$ cat src/hw/rtl/mcbc_pkg.sv
// shared types and constants for the multi-channel blink controller
package mcbc_pkg;

   localparam int CmdBits     = 2;
   localparam int ChannelBits = 3;
   localparam int InTimeBits  = 32;
   localparam int PinBits     = 8;

   typedef enum logic [CmdBits-1:0] {
      CMD_TICK       = 2'd0,
      CMD_SET_LEVEL  = 2'd1,
      CMD_BLINK      = 2'd2,
      CMD_SET_CONT   = 2'd3
   } cmd_type;

   // per-channel control for one transaction
   typedef struct packed {
      logic tick;
      logic set_level;
      logic blink;
      logic set_cont;
      logic level;
      logic continuous;
   } chan_ctl_type;

endpackage

$ cat src/hw/rtl/mcbc_channel.sv
// one blink timer channel: period, last update, mode and driven level
module mcbc_channel
   import mcbc_pkg::*;
#(
   parameter int TIME_BITS = 32
) (
   input  logic                 clock,
   input  logic                 reset,
   input  logic                 enable,
   input  chan_ctl_type         ctl,
   input  logic [TIME_BITS-1:0] interval,
   input  logic [TIME_BITS-1:0] now,
   output logic                 level_next
);

   logic [TIME_BITS-1:0] last_update_ff, last_update_in;
   logic [TIME_BITS-1:0] period_ff, period_in;
   logic                 cont_mode_ff, cont_mode_in;
   logic                 armed_ff, armed_in;
   logic                 level_ff, level_in;
   logic [TIME_BITS-1:0] elapsed;
   logic                 expired;

   assign elapsed = now - last_update_ff;
   assign expired = elapsed > period_ff;

   always_comb begin
      last_update_in = last_update_ff;
      period_in      = period_ff;
      cont_mode_in   = cont_mode_ff;
      armed_in       = armed_ff;
      level_in       = level_ff;
      if (enable) begin
         if (ctl.tick) begin
            if (expired) begin
               last_update_in = now;
               if (cont_mode_ff) begin
                  armed_in = !armed_ff;
                  level_in = !armed_ff;
               end else begin
                  level_in = armed_ff;
                  armed_in = 1'b0;
               end
            end
         end else if (ctl.set_level) begin
            period_in = '1;
            level_in  = ctl.level;
         end else if (ctl.blink) begin
            if (period_ff != interval) begin
               last_update_in = '0;
               period_in      = interval;
            end
            cont_mode_in = ctl.continuous;
            if (!ctl.continuous) begin
               armed_in = 1'b1;
            end
         end else if (ctl.set_cont) begin
            last_update_in = '0;
            cont_mode_in   = ctl.continuous;
         end
      end
   end

   always_ff @(posedge clock) begin
      if (reset) begin
         last_update_ff <= '0;
         period_ff      <= '0;
         cont_mode_ff   <= 1'b0;
         armed_ff       <= 1'b0;
         level_ff       <= 1'b0;
      end else begin
         last_update_ff <= last_update_in;
         period_ff      <= period_in;
         cont_mode_ff   <= cont_mode_in;
         armed_ff       <= armed_in;
         level_ff       <= level_in;
      end
   end

   // level after this transaction
   assign level_next = level_in;

endmodule

$ cat src/hw/rtl/multi_channel_blink_controller_top.sv
// top level of the multi-channel blink controller
//
//   channel   direction  handshake             payload
//   req_      in         req_valid/req_stall   command, channel, level, blink_interval,
//                                              continuous, now
//   rsp_      out        rsp_valid/rsp_stall   pin_levels
//
// one transaction per cycle unless the result side stalls
// an input register feeds all channel timers, which update in parallel
// and load the result register in the same cycle
// reset clears every channel's timer, mode and level and empties both registers
// a stalled result holds the input register, which then stalls the request side
module multi_channel_blink_controller_top
   import mcbc_pkg::*;
#(
   parameter int CHANNELS  = 8,
   parameter int TIME_BITS = 32
) (
   input  logic                   clock,
   input  logic                   reset,
   input  logic                   req_valid,
   output logic                   req_stall,
   input  logic [CmdBits-1:0]     req_command,
   input  logic [ChannelBits-1:0] req_channel,
   input  logic                   req_level,
   input  logic [InTimeBits-1:0]  req_blink_interval,
   input  logic                   req_continuous,
   input  logic [InTimeBits-1:0]  req_now,
   output logic                   rsp_valid,
   input  logic                   rsp_stall,
   output logic [PinBits-1:0]     rsp_pin_levels
);

   logic                   stage_valid_ff, stage_valid_in;
   cmd_type                stage_command_ff;
   logic [ChannelBits-1:0] stage_channel_ff;
   logic                   stage_level_ff;
   logic [TIME_BITS-1:0]   stage_interval_ff;
   logic                   stage_continuous_ff;
   logic [TIME_BITS-1:0]   stage_now_ff;
   logic                   rsp_valid_ff, rsp_valid_in;
   logic [PinBits-1:0]     rsp_levels_ff, rsp_levels_in;
   logic                   advance;
   logic                   req_accept;
   logic [CHANNELS-1:0]    chan_level_next;
   logic [PinBits-1:0]     pins_next;

   assign advance    = stage_valid_ff && (!rsp_valid_ff || !rsp_stall);
   assign req_stall  = stage_valid_ff && !advance;
   assign req_accept = req_valid && !req_stall;

   assign stage_valid_in = req_accept || (stage_valid_ff && !advance);
   assign rsp_valid_in   = advance || (rsp_valid_ff && rsp_stall);

   always_ff @(posedge clock) begin
      if (reset) begin
         stage_valid_ff <= 1'b0;
         rsp_valid_ff   <= 1'b0;
      end else begin
         stage_valid_ff <= stage_valid_in;
         rsp_valid_ff   <= rsp_valid_in;
      end
   end

   always_ff @(posedge clock) begin
      if (req_accept) begin
         stage_command_ff    <= cmd_type'(req_command);
         stage_channel_ff    <= req_channel;
         stage_level_ff      <= req_level;
         stage_interval_ff   <= TIME_BITS'(req_blink_interval);
         stage_continuous_ff <= req_continuous;
         stage_now_ff        <= TIME_BITS'(req_now);
      end
      if (advance) begin
         rsp_levels_ff <= rsp_levels_in;
      end
   end

   genvar c;
   generate
      for (c = 0; c < CHANNELS; c++) begin : g_chan
         chan_ctl_type ctl;
         logic         hit;

         assign hit            = int'(stage_channel_ff) == c;
         assign ctl.tick       = stage_command_ff == CMD_TICK;
         assign ctl.set_level  = hit && (stage_command_ff == CMD_SET_LEVEL);
         assign ctl.blink      = hit && (stage_command_ff == CMD_BLINK);
         assign ctl.set_cont   = hit && (stage_command_ff == CMD_SET_CONT);
         assign ctl.level      = stage_level_ff;
         assign ctl.continuous = stage_continuous_ff;

         mcbc_channel #(
            .TIME_BITS (TIME_BITS)
         ) u_channel (
            .clock      (clock),
            .reset      (reset),
            .enable     (advance),
            .ctl        (ctl),
            .interval   (stage_interval_ff),
            .now        (stage_now_ff),
            .level_next (chan_level_next[c])
         );
      end

      for (c = 0; c < PinBits; c++) begin : g_pin
         if (c < CHANNELS) begin : g_used
            assign pins_next[c] = chan_level_next[c];
         end else begin : g_unused
            assign pins_next[c] = 1'b0;
         end
      end
   endgenerate

   assign rsp_levels_in  = pins_next;
   assign rsp_valid      = rsp_valid_ff;
   assign rsp_pin_levels = rsp_levels_ff;

endmodule
$ cat config.mk
export PLATFORM = sky130hd
export DESIGN_NAME = multi_channel_blink_controller_top
export DESIGN_NICKNAME = d
export VERILOG_FILES = /design/src/hw/rtl/mcbc_pkg.sv /design/src/hw/rtl/mcbc_channel.sv /design/src/hw/rtl/multi_channel_blink_controller_top.sv
export SDC_FILE = /design/constraint.sdc
export NUM_CORES = 2
export LEC_CHECK = 0
export BUFFER_PORTS_ARGS = -buffer_cell sky130_fd_sc_hd__buf_2
export CAP_MARGIN = 40
export CORE_AREA = 2 2 341 343
export CTS_CLUSTER_DIAMETER = 40
export DETAILED_ROUTE_END_ITERATION = 6
export DIE_AREA = 0 0 343 345
export GPL_TIMING_DRIVEN = 0
export HOLD_SLACK_MARGIN = 0.02
export SLEW_MARGIN = 20
export SYNTH_ARGS = -nofsm -noshare
export SYNTH_HDL_FRONTEND = slang
export SYNTH_SLANG_ARGS = --single-unit
$ cat constraint.sdc
create_clock -name clock -period 6 [get_ports clock]
set_input_delay 0.3 -clock clock [delete_from_list [all_inputs] [get_ports clock]]
set_output_delay 0.3 -clock clock [all_outputs]
set_load 0.005 [all_outputs]
==> results.txt <==
----------------------------------------------------
[Global routing]
  Met3 track utilization from global routing ... under 10%
  Antenna violations before repair ... 7
  Met2 global-route usage ... 43.06%
  Global router's overall resource usage ... 29.57%
  Global route total overflow ... 0
  Busiest metal layer after global routing ... met2
  Global-route wire length before repair ... between 200000 and 300000 microns
  Via count of the first global-routing pass ... 38860
  Maximum number of pins on one net before global-route repair ... 26
  Global-route met1 utilization ... 40.32%

[Clock tree]
  Max H-tree Level ... 4
  Clock transition time at the flip-flop clock pins of the worst setup and hold paths ... 0.05 ns
  Root Buffer ... sky130_fd_sc_hd__clkbuf_16
  Deepest clock path buffer count ... 3
  Clock sinks ... 617
  Number of buffers inserted during clock tree synthesis ... 132
  CTS tree ... built
  Skew-Pair Late Insertion Delay ... 0.76 ns

[Pwr]
  Leakage dissipation ... 22.10 nW
  Clock share of power ... 51.2%
  Combinational cell fraction of total power ... 19.4%
  Power share of the sequential group ... 29.4%
  Max rail drop VDD ... 0.2792 mV
  Net switching share of the total power ... 29.58%
  Internal power summed over all cells ... about 10 mW
  Areal power density over the cells ... 263.6 nW/um^2
  Power dissipated by switching net loads ... between 4 and 5 mW
  Overall power consumption ... between 10 and 15 mW

[Floorplanning]
  Horizontal die dimension ... 343 microns
  FP Rows ... 125
  Number of ports placed on the die boundary ... 85
  Starting density of the core ... 39.64%
  Placeable core area ... 115100 sq um
  Die extent in y ... ~350 microns
  Die Footprint ... between 100000 and 150000 sq um

[Critical path]
  Required @ worst endpoint ... 6.64 ns
  Critical Path Source Type ... register
  CP startpoint ... stage_now_ff[0]
  Reg2reg start ... stage_now_ff[0]
  Total buffers and inverters traversed by the critical path ... 6
  Critical path peak fanout ... 7
  Kind of cell adding the most delay to the critical path ... compound AO/OA/AOI/OAI gates
  Delay contributed by the slowest stage of the critical path ... 0.47 ns
  Cell with the biggest individual delay on the critical path ... sky130_fd_sc_hd__edfxtp_1
  Worst EP arrival ... between 6 and 7 ns
  Crit. End Element ... register
  Type of the worst setup path ... register to register

[Cells and area]
  Core Util, Final ... 48.77%
  FILL cells ... roughly 11000
  Fraction of layout instances using a drive strength above 1 ... 11.98%
  Final nets ... about 6500
  Area of combinational cells with multiple inputs ... 30160 sq um
  Synth-to-Final Area Change ... 23.02%
  Final std cell area, no fill ... approximately 56000 sq um
  Most common library cell in the layout ignoring fill and taps ... sky130_fd_sc_hd__nor2_1
  Leading cell types in the layout, fill and taps excluded ... sky130_fd_sc_hd__nor2_1 (696), sky130_fd_sc_hd__inv_1 (574), sky130_fd_sc_hd__dfxtp_1 (538)
  Footprint of the flip-flops and latches ... 13140 sq um

[STA]
  Number of setup violations in the final report ... 0
  Maximum clock frequency ... 167.4 MHz
  Slew headroom ... 28.39%
  Final Hold Fails ... 0
  Final Slew Violations ... 0
  Unrepaired setup endpoints after global routing ... yes
  Part of the cycle the worst path needs ... 99.55%
  Final setup skew ... 0.04237 ns
  Worst-case hold slack ... around 0.26 ns
  Transition at the pin with the smallest max-transition slack ... 1.063 ns
  Final period demand of the worst path ... 5.973 ns

[Synthesis]
  Count of flip-flops with a built-in enable after synthesis ... 79
  Count of synthesis-stage warnings from yosys ... 0
  Distinct cell type count after synthesis ... 86
  Flip-flop and latch count after synthesis ... 617
  Share of flip-flops with an asynchronous set or reset after synthesis ... 0%
  Post-synthesis instance total ... 5473
  Predominant post-synthesis flop cell ... sky130_fd_sc_hd__dfxtp_1
  Sequential fraction of the synthesis area ... 28.80%
  Cell Area, Synth ... around 46000 sq um
  Mapped Avg Cell Area ... 8.338 sq um
  Mapped Nets ... 6068

[Route]
  Total via count after detailed routing ... 42280
  Number of design-rule violations left by the first detailed-router iteration ... 4657
  Post-DRT Antenna Nets ... 0
  # DRC ... 4
  First-pass DRT Iterations ... 7
  Vias per Instance ... 5.602
  Average detailed-routed wire length per instance ... 24.05 microns
  Sum of routed wire length over all layers ... ~180000 microns

[Placement]
  Port-buffer cells ... 83
  DP HPWL ... 139700 microns
  Gp weighted congestion ... 0.9946
  Total cell area at the placement stage ... 48470 sq um

[Status]
  Outcome ... finished with violations
  Failing checks ... DRC

[Run]
  Max-cap violations ... 0

[Worst hold path]
  Kind of path behind the tightest hold check ... input port to register
  Hold wc startpoint ... req_blink_interval[19]

----------------------------------------------------
-- cell usage after synthesis (all sizes together), types with 51 or more instances --
cell type  number  area [sq um]
mux2i         266          2663
ha            512          6406
nor3           51         255.2
inv           577          2166
a21o          227          1705
nor2b          53         331.6
nand3          60         300.3
dfxtp         538         10770
nand2         145         544.3
a21oi         279          1396
clkbuf        160         601.8
nand4         123         769.5
xor2           70         613.1
edfxtp         79          2372
o21ai         140         700.7
xnor2         402          3521
buf            93         524.3
o21a           57         427.9
nor2          704          2643
nand2b        287          1795
a211oi        284          2132
-- stage by stage --
step	setup WS, ns	setup TNS [ns]	std cells
2_1_floorplan	0.5628	0	5473
3_3_place_gp	-2.786	-640.80	7080
3_5_place_dp	-1.804	-298.05	7113
4_1_cts	-0.03128	-0.03128	7494
5_1_grt	-0.1503	-4.327	7544
6_report	0.02675	0	7547
-- power groups by stage --
stage | logic, mW | registers [mW] | clock network, mW
2_1_floorplan | 1.71 | 4.40 | 0
3_3_place_gp | 2.41 | 4.47 | 0
3_5_place_dp | 2.48 | 4.46 | 0
4_1_cts | 2.69 | 4.35 | 7.62
5_1_grt | 3.09 | 4.35 | 7.83
6_report | 2.88 | 4.35 | 7.57
-- registers in the layout, summed over array words and instances, names as in the netlist --
| signal | cells |
|---|---|
| stage_interval_ff | 32 |
| stage_command_ff | 2 |
| g_chan.u_channel.level_ff | 8 |
| g_chan.u_channel.last_update_ff | 256 |
| stage_valid_ff | 1 |
| g_chan.u_channel.armed_ff | 8 |
| stage_channel_ff | 3 |
| stage_level_ff | 1 |
| stage_now_ff | 32 |
| g_chan.u_channel.period_ff | 256 |
| stage_continuous_ff | 1 |
| rsp_valid | 1 |
| g_chan.u_channel.cont_mode_ff | 8 |
| rsp_pin_levels | 8 |
-- repair_timing --
action	CTS	global route
pin swaps	27	59
resized for setup	111	128
gates cloned	1	6
buffers inserted	68	39
hold buffers	74	0
setup endpoints to repair	280	273
hold endpoints to repair	73	0
-- final cells by class --
| type | count | share of cell area [%] |
|---|---|---|
| Timing Repair Buffer | 309 | 5.068 |
| Buffer | 252 | 2.425 |
| Inverter | 577 | 3.869 |
| Clock buffer | 172 | 6.590 |
| Multi-Input combinational cell | 4026 | 53.72 |
| Clock inverter | 67 | 1.504 |
| Tap cell | 1524 | 3.397 |
| Sequential cell | 617 | 23.41 |
| Antenna cell | 3 | 0.01337 |
-- metal layers --
| metal | vias up | wire [microns] |
|---|---|---|
| met3 | 482 | 15790 |
| met4 | 8 | 12170 |
| li1 | 19880 | - |
| met2 | 1852 | 74700 |
| met1 | 20060 | 78780 |
| met5 | - | 43 |
-- kinds of logic (layout without fill, tap and decap cells) --
kind of cell	count (synthesis)	count (layout)	share of synthesized area (%)
AO/OA/AOI/OAI	1193	1193	17.83
XOR/XNOR	472	472	9.059
adder cells (fa/ha/maj)	520	520	14.39
buffers and inverters	830	1377	7.214
flip-flops	617	617	28.80
multiplexers	275	275	6.057
other	0	3	0
AND/OR/NAND/NOR	1566	1566	16.65
-- path summary, 6_finish.rpt --
check,cells past startpoint,slack [ns],endpoint
setup / recovery,28,0.03,g_chan[1].u_channel.last_update_ff[18]
hold / removal,2,0.26,stage_interval_ff[19]
setup reg to reg,28,0.03,g_chan[1].u_channel.last_update_ff[18]
hold reg to reg,2,0.47,g_chan[2].u_channel.last_update_ff[23]
No activity file was read; power rests on OpenSTA's default activity.
